[src/sv/patp_pkg.sv]
`timescale 1ns / 1ps
// Shared types, constants and grid lookup functions for the trap phase block.
package patp_pkg;

  localparam int COORD_W  = 16;
  localparam int DIFF_W   = 18;
  localparam int SQ_W     = 35;
  localparam int SUM_W    = 36;
  localparam int ROOT_W   = 26;
  localparam int PAD_W    = 2 * ROOT_W - SUM_W;
  localparam int PH_W     = 32;
  localparam int LANE_LAT = 33;

  // sin(theta) threshold for the first zero of J0, as a cos^2 ratio scaled by 2^24
  localparam logic [23:0] COS2_LIMIT = 24'd9548593;

  // floor(x / 343) = (x * DIV_RECIP) >> DIV_SHIFT for x below 2^48
  localparam int          DIV_SHIFT = 57;
  localparam logic [63:0] DIV_RECIP = ((64'd1 << DIV_SHIFT) + 64'd342) / 64'd343;

  localparam logic [1:0] PANEL_L_HI = 2'd0;
  localparam logic [1:0] PANEL_R_HI = 2'd1;
  localparam logic [1:0] PANEL_L_LO = 2'd2;
  localparam logic [1:0] PANEL_R_LO = 2'd3;

  typedef struct packed {
    logic bottom;
    logic flip;
    logic zero;
  } side_t;

  typedef struct packed {
    logic       vld;
    logic [1:0] on;
  } ctl_t;

  // Column before saturation: channel / 10.
  function automatic logic [2:0] chan_col(input logic [5:0] chan);
    logic [2:0] c;
    c = 3'd0;
    if (chan >= 6'd10) c = 3'd1;
    if (chan >= 6'd20) c = 3'd2;
    if (chan >= 6'd30) c = 3'd3;
    if (chan >= 6'd40) c = 3'd4;
    if (chan >= 6'd50) c = 3'd5;
    if (chan >= 6'd60) c = 3'd6;
    return c;
  endfunction

  function automatic logic signed [15:0] col_pos(input logic [2:0] c);
    logic signed [15:0] p;
    case (c)
      3'd0:    p = 16'sd11520;
      3'd1:    p = 16'sd8960;
      3'd2:    p = 16'sd6400;
      3'd3:    p = 16'sd3840;
      default: p = 16'sd1280;
    endcase
    return p;
  endfunction

  function automatic logic signed [15:0] row_pos(input logic [3:0] r);
    logic signed [15:0] p;
    case (r)
      4'd0:    p = -16'sd11520;
      4'd1:    p = -16'sd8960;
      4'd2:    p = -16'sd6400;
      4'd3:    p = -16'sd3840;
      4'd4:    p = -16'sd1280;
      4'd5:    p = 16'sd1280;
      4'd6:    p = 16'sd3840;
      4'd7:    p = 16'sd6400;
      4'd8:    p = 16'sd8960;
      4'd9:    p = 16'sd11520;
      default: p = 16'sd0;
    endcase
    return p;
  endfunction

endpackage

[src/sv/patp_merge.sv]
`timescale 1ns / 1ps
// Merge of the lane phases: phasor-sum angle, then rounding to ticks.
module patp_merge import patp_pkg::*; #(
  parameter int PHASE_STEPS = 256
) (
  input  logic            clk,
  input  logic            rst,
  input  logic            en,
  input  ctl_t            ctl,
  input  logic [PH_W-1:0] phase_a,
  input  logic [PH_W-1:0] phase_b,
  output logic            out_valid,
  output logic [7:0]      phase_ticks
);

  localparam int SW = $clog2(PHASE_STEPS + 1);

  logic [PH_W-1:0] diff, half, res_c, res;
  logic            none, vld1;

  // halve the signed difference, dropping the fraction toward phase_a
  assign diff  = phase_b - phase_a;
  assign half  = diff[PH_W-1] ? (PH_W'(0) - ((PH_W'(0) - diff) >> 1)) : (diff >> 1);
  assign res_c = (ctl.on[0] && ctl.on[1]) ? (phase_a + half) :
                 ctl.on[0] ? phase_a : phase_b;

  always_ff @(posedge clk) begin
    if (rst) begin
      vld1 <= 1'b0;
    end else if (en) begin
      vld1 <= ctl.vld;
    end
  end

  always_ff @(posedge clk) begin
    if (en) begin
      res  <= res_c;
      none <= !ctl.on[0] && !ctl.on[1];
    end
  end

  logic [PH_W+SW-1:0] prod;
  logic [PH_W+SW:0]   rnd;
  logic [SW:0]        tk;
  logic               wrap;

  assign prod = (PH_W+SW)'(res) * (PH_W+SW)'(PHASE_STEPS);
  assign rnd  = (PH_W+SW+1)'(prod) + ((PH_W+SW+1)'(1) << (PH_W-1));
  assign tk   = rnd[PH_W +: SW+1];
  assign wrap = (tk >= (SW+1)'(PHASE_STEPS));

  always_ff @(posedge clk) begin
    if (rst) begin
      out_valid <= 1'b0;
    end else if (en) begin
      out_valid <= vld1;
    end
  end

  always_ff @(posedge clk) begin
    if (en) begin
      phase_ticks <= (none || wrap) ? 8'd0 : 8'(tk);
    end
  end

endmodule

[config.mk]
export PLATFORM = sky130hd
export DESIGN_NAME = patp_merge
export DESIGN_NICKNAME = d
export VERILOG_FILES = /design/src/sv/patp_pkg.sv /design/src/sv/patp_merge.sv
export SDC_FILE = /design/constraint.sdc
export NUM_CORES = 1
export LEC_CHECK = 0
export BUFFER_PORTS_ARGS = -buffer_cell sky130_fd_sc_hd__buf_4
export CAP_MARGIN = 10
export CORE_ASPECT_RATIO = 0.6
export CORE_MARGIN = 2
export CORE_UTILIZATION = 54
export CTS_CLUSTER_DIAMETER = 80
export DETAILED_ROUTE_END_ITERATION = 10
export MAX_ROUTING_LAYER = met4
export PLACE_DENSITY_LB_ADDON = 0.3
export RECOVER_POWER = 100
export SYNTH_ARGS = -nofsm -noshare
export SYNTH_HDL_FRONTEND = slang
export SYNTH_SLANG_ARGS = --single-unit
[constraint.sdc]
create_clock -name clk -period 6.9 [get_ports clk]
set_input_delay 0.69 -clock clk [delete_from_list [all_inputs] [get_ports clk]]
set_output_delay 0.69 -clock clk [all_outputs]
set_load 0.03 [all_outputs]
==> flow_summary.toml, run 1 <==
[worst_setup_path]
required_ns = 6.91
arrival_ns = 6.84
setup.worst_path.start_class = "input port"
endpoint_kind = "register"
crit_fanout = 8
worstSetupPathType = "in -> reg"

[power_and_ir_drop]
comb_power_share_pct = 78.7
p_per_area_nw_per_um2 = 172
p_leak_nw = 3.81
p_int_uw = 782
clock_power_share_pct = 10.7
sw_frac_of_total_pct = 48.3
ir_worst_vdd_mv = 0.116
seq_power_share_pct = 10.5
switchingPower_uw = 730

[final_layout]
nNetsFinal = 1244
syn2layout_area_growth_pct = 30.3
layout-drive-gt1-share_pct = 27.4

[hold_path]
min_path_type = "reg -> reg"

[drt]
wl_met1_mm = 11.5
vias_per_cell = 6.45
dr.max_layer_used = "met4"
dr.pass1.iters = 6
ant_nets = 0
wl_met3_mm = 3.61
vias = 8187
drcViolationCount = 0
finalWirelength_mm = 24.9
wl_per_cell_um = 19.6
wl_met2_mm = 9.59
detail_route.iter0.violations = 1014

[synth]
ys_ff_latch = 20
yosysUniqueCellTypes = 111
syn-cell-area_sq_um = 6730
synthFlopType = "edfxtp_1"
synth_warnings = 0
synthArstFlopShare_pct = 0
avgSynthCellArea_sq_um = 7.38
synth.net_count = 1052
synth_edf_count = 18
synth-seq-area-share_pct = 8.63
syn-instance-count = 912

[sta]
worst_slack_ns = 0.0688
relSlewSlack_pct = 24.0
worst_pin_slew_ns = 1.14
final-hold-violation-count = 0
fin_skew_ns = 0.00419
max_freq_mhz = 146
fin_crit_ns = 6.83
setup_viol = 0
rsz0062_at_grt = "true"
whs_ns = 0.507
drv_slew = 0
timing.final.crit_share_pct = 99.0

[floorplanning]
rows = 31
die_h_um = 90.5
dieArea_sq_um = 13400
core_area_sq_um = 12100
start_util_pct = 55.6
io_pins = 79
chipWidth_um = 148

[global_routing]
grt_pass1_vias = 7267
grt_pass1_wl_mm = 38.4
grt_overflow_total = 0
antenna_found_initial = 1
grt_max_degree = 21
grt_usage_pct = 36.1

[outcome]
status = "completed"

[clock_network]
clk_pin_slew_ns = 0.06
insertion_delay_ns = 0.26
ctsHoldBuffers = 0
cts_max_path_buffers = 2
cts_tree = "built"
root_buffer = "clkbuf_16"
htreeDepth = 1
cts.sinks = 20
numCtsBuffers = 3

[flow_run]
maxCapViolCount = 0

[placement]
gp_congestion = 1.05
dp.final_hpwl_mm = 20.2
portBuffers = 78
dp_slack_ns = -0.207
==> registers in the layout, indices dropped and copies added, names as in the netlist <==
name,cells
none,1
out_valid,1
phase_ticks,8
res,9
vld1,1
==> worst paths after layout <==
| check | slack [ns] | to | startpoint | cells after the start |
|---|---|---|---|---|
| max | 0.07 | res[31] | phase_a[4] | 27 |
| min | 0.51 | out_valid | out_valid | 2 |
| max reg2reg | 5.40 | phase_ticks[5] | res[26] | 5 |
| min reg2reg | 0.51 | out_valid | out_valid | 2 |
==> through the flow <==
stage	power (mW)	TNS (ns)	instances	cell area, sq um	util (%)
2_1_floorplan	0.867	0	912	6730	-
3_3_place_gp	1.21	-0.230	1237	8210	67.8
3_5_place_dp	1.23	-0.492	1237	8210	67.8
4_1_cts	1.40	0	1241	8310	68.7
5_1_grt	1.60	-0.308	1269	8770	72.5
6_report	1.51	0	1269	8770	72.5
==> cell usage in the layout (no fill, tap or decap), types with 5 or more instances in the layout <==
cell,synthesis,final
nor4_1,17,13
a31oi_1,9,9
o21a_1,9,9
clkbuf_1,19,11
a21oi_2,2,8
ha_1,69,68
nand3_1,38,37
or3_1,8,7
o21ai_0,53,48
o211ai_1,8,8
inv_1,48,46
a21oi_1,67,61
edfxtp_1,18,18
a211oi_1,12,11
mux2i_1,9,9
xnor2_1,47,42
a21o_1,46,46
nor3b_1,6,6
nor3_2,0,5
a211o_1,5,5
o2111ai_1,7,7
and2_1,8,8
nor2b_1,5,5
o21ai_1,2,5
nor3_1,36,31
xor2_1,25,22
and3_1,17,15
nand2_1,77,75
xnor2_2,1,5
nand2b_1,7,7
nand4_1,17,17
nor2_1,78,77
buf_4,1,203
==> logic make-up after synthesis <==
kind of cell,synth area share (%)
AO/OA/AOI/OAI,34.2
multiplexers,1.51
buffers and inverters,4.98
adder cells (fa/ha/maj),13.1
flip-flops,8.63
AND/OR/NAND/NOR,27.2
XOR/XNOR,10.4
==> critical path: stages <==
cell,delay (ns)
buf_4,0.10
inv_1,0.06
ha_1,0.43
a21oi_2,0.53
a21boi_0,0.31
nor2_1,0.37
mux2_2,0.42
nor4_1,0.29
o21ai_1,0.17
a2111o_1,0.44
or2_2,0.34
xor2_1,0.14
nor2_1,0.19
xnor2_2,0.10
ha_1,0.20
a21o_1,0.17
a21o_1,0.19
a21oi_2,0.15
o21ai_0,0.10
a21o_1,0.21
a21oi_2,0.17
and2_0,0.15
a41o_1,0.19
o31ai_1,0.12
a21oi_1,0.15
xnor3_1,0.23
a31o_1,0.23
==> area by class of cell <==
class	count	area (sq um)
multi-input cells	814	6090
fillers	1011	3330
repair buffers	217	1600
flip-flops and latches	20	581
well taps	165	206
inverters	48	183
clock buffers	3	75.1
clock inverters	1	30.0
diodes	1	2.50
==> metal layers <==
| metal | global-route usage [%] | vias up |
|---|---|---|
| met5 | - | - |
| met4 | 3.49 | 0 |
| met3 | 12.9 | 29 |
| met2 | 47.1 | 483 |
| met1 | 54.0 | 3810 |
| li1 | - | 3865 |
==> synth_stat cells, types with 4 or more instances <==
cell type / count / area share (%)
a31oi_1: 9 / 0.84
nor4_1: 17 / 1.6
ha_1: 69 / 13
a21o_1: 46 / 5.1
or3_1: 8 / 0.74
and2_1: 8 / 0.74
or2_2: 4 / 0.37
edfxtp_1: 18 / 8.0
and3_1: 17 / 1.6
o31ai_1: 4 / 0.45
nor3b_1: 6 / 0.67
o21ai_0: 53 / 3.9
a211oi_1: 12 / 1.3
clkbuf_1: 19 / 1.1
xor2_1: 25 / 3.3
a211oi_2: 4 / 0.74
xnor2_1: 47 / 6.1
mux2i_1: 9 / 1.3
buf_2: 6 / 0.45
nor2_1: 78 / 4.4
nor3_1: 36 / 2.7
a211o_1: 5 / 0.65
inv_1: 48 / 2.7
o2111ai_1: 7 / 0.91
nand4_1: 17 / 1.6
a31o_2: 5 / 0.65
o211ai_1: 8 / 0.89
o21bai_1: 4 / 0.45
o21a_1: 9 / 1.0
a21oi_1: 67 / 5.0
nand2b_1: 7 / 0.65
nand3_1: 38 / 2.8
nor2b_1: 5 / 0.46
nand2_1: 77 / 4.3
==> power groups by stage <==
| stage | sequential (mW) | combinational (mW) | clock (mW) |
|---|---|---|---|
| after detailed placement | 0.162 | 1.07 | 0 |
| final | 0.159 | 1.19 | 0.162 |
| after global placement | 0.161 | 1.05 | 0 |
| after global routing | 0.161 | 1.28 | 0.167 |
| after CTS | 0.159 | 1.07 | 0.163 |
| after floorplan | 0.169 | 0.698 | 0 |
==> repair_timing <==
| item | in CTS | in global routing |
|---|---|---|
| endpoints found under the setup margin | 0 | 5 |
| buffers inserted | 0 | 28 |
| resized for setup | 0 | 60 |
(Power assumes the default switching activity.)
==> inputs of run 2 (changes only) <==
==> constraint.sdc (replaced) <==
create_clock -name clk -period 6.9 [get_ports clk]
set_input_delay 0.345 -clock clk [delete_from_list [all_inputs] [get_ports clk]]
set_output_delay 0.345 -clock clk [all_outputs]
set_load 0.03 [all_outputs]
==> flow_summary.toml, run 2 (synthesized netlist as in run 1, its figures left out) <==
[global_routing]
antenna_found_initial = 0
grt_pass1_vias = 6611
grt_max_degree = 22
grt_usage_pct = 33.3
grt_pass1_wl_mm = 35.6
grt_overflow_total = 0

[worst_setup_path]
required_ns = 6.91
setup.worst_path.start_class = "input port"
crit_buf_inv = 3
rrSetupSlack_ns = 5.45
cpMostUsedCell = "o21ai_0"
worstReg2RegEnd = "phase_ticks[3]"
ff2ff_path_depth = 5
cpMaxStageDelayCell = "o21ai_0"
cpPeakStageDelay_ns = 0.64
cp_top_family = "compound AO/OA/AOI/OAI gates"
crit_fanout = 10
worstSetupPathType = "in -> reg"
cp_num_cells = 28
arrival_ns = 6.65
endpoint_kind = "register"
reg2reg_from = "res[27]"

[clock_network]
root_buffer = "clkbuf_16"
cts_tree = "built"
cts.sinks = 20
cts_max_path_buffers = 2
clk_pin_slew_ns = 0.06
ctsHoldBuffers = 0
numCtsBuffers = 3
htreeDepth = 1
insertion_delay_ns = 0.25

[drt]
finalWirelength_mm = 22.4
detail_route.iter0.violations = 917
wl_met3_mm = 3.42
wl_met1_mm = 10.7
drcViolationCount = 0
dr.max_layer_used = "met4"
wl_per_cell_um = 19.1
vias = 7713
ant_nets = 0
wl_met2_mm = 8.17
dr.pass1.iters = 6
vias_per_cell = 6.56

[outcome]
status = "completed"

[final_layout]
final_cell_mix = "buf_4 (113), nor2_1 (78), nand2_1 (77), ha_1 (69), a21oi_1 (67)"
nNetsFinal = 1151
top_regs = "res (9), phase_ticks (8)"
largest_register_ff_count = 9
regMostFlops = "res"
syn2layout_area_growth_pct = 16.4
final_cells = 1175
layout-drive-gt1-share_pct = 17.2
diodes = 0
final_common_cell = "buf_4"

[sta]
relSlewSlack_pct = 25.6
fin_skew_ns = 0.00153
final-hold-violation-count = 0
worst_pin_slew_ns = 1.12
max_freq_mhz = 151
fin_crit_ns = 6.64
setup_viol = 0
setup_tns_ns = 0
timing.final.crit_share_pct = 96.2
worst_slack_ns = 0.263
drv_slew = 0
whs_ns = 0.259

[floorplanning]
chipWidth_um = 148
start_util_pct = 55.6
die_h_um = 90.5
io_pins = 79
rows = 31
core_area_sq_um = 12100
dieArea_sq_um = 13400

[power_and_ir_drop]
p_leak_nw = 3.33
ir_worst_vdd_mv = 0.101
p_per_area_nw_per_um2 = 172

[hold_path]
min_from = "rst"
hold_depth = 2
min_path_type = "in -> reg"
hold_end = "vld1"

[flow_run]
maxCapViolCount = 0

[placement]
dp_slack_ns = 0.0238
placedCellCount = 1168
dp.final_hpwl_mm = 18.7
gp_congestion = 1.02
portBuffers = 78
[run 2: cell types whose count changed in the layout (fill, tap and decap cells not counted), moves of 4 or more]
| cell | before | now |
|---|---|---|
| xnor2_1 | 42 | 47 |
| xnor2_2 | 5 | 1 |
| buf_4 | 203 | 113 |
| a21oi_2 | 8 | 2 |
| a21oi_1 | 61 | 67 |
[run 2: per-stage QoR]
step	power, mW	area [sq um]	util, %
detailed placement	1.14	7690	63.5
CTS	1.31	7790	64.4
global route	1.43	7830	64.7
global placement	1.13	7690	63.5
floorplan	0.867	6730	-
finish	1.34	7830	64.7
[run 2: cell type report]
cell class,count,area [sq um]
clock buffers,3,75.1
clock inverters,1,30.0
fillers,1087,4270
inverters,48,180
multi-input cells,814,5870
flip-flops and latches,20,581
well taps,165,206
repair buffers,124,890
[run 2: how the worst max path moves through the flow]
stage          endpoint  startpoint  slack, ns
2_1_floorplan   res[31]  phase_b[0]       0.64
3_3_place_gp    res[31]  phase_b[0]       0.12
3_5_place_dp    res[31]  phase_b[0]       0.02
4_1_cts         res[31]  phase_b[0]       0.29
5_1_grt         res[31]  phase_b[0]     -0.004
6_report        res[31]  phase_a[8]       0.26
[run 2: what timing repair did]
action                     4_1_cts  5_1_grt
gates resized for setup          0       11
setup endpoints to repair        0        7
setup buffers                    0        3
[run 2: report_power, final]
part	internal, mW	switching [mW]
Combinational	0.412	0.614
Sequential	0.150	0.00925
Clock	0.115	0.0439
Total	0.677	0.667
[run 2: routing by layer]
metal / vias to the layer above / global-route usage (%)
met3: 16 / 11.2
met4: 0 / 2.06
li1: 3679 / -
met5: - / -
met2: 489 / 41.7
met1: 3529 / 52.1
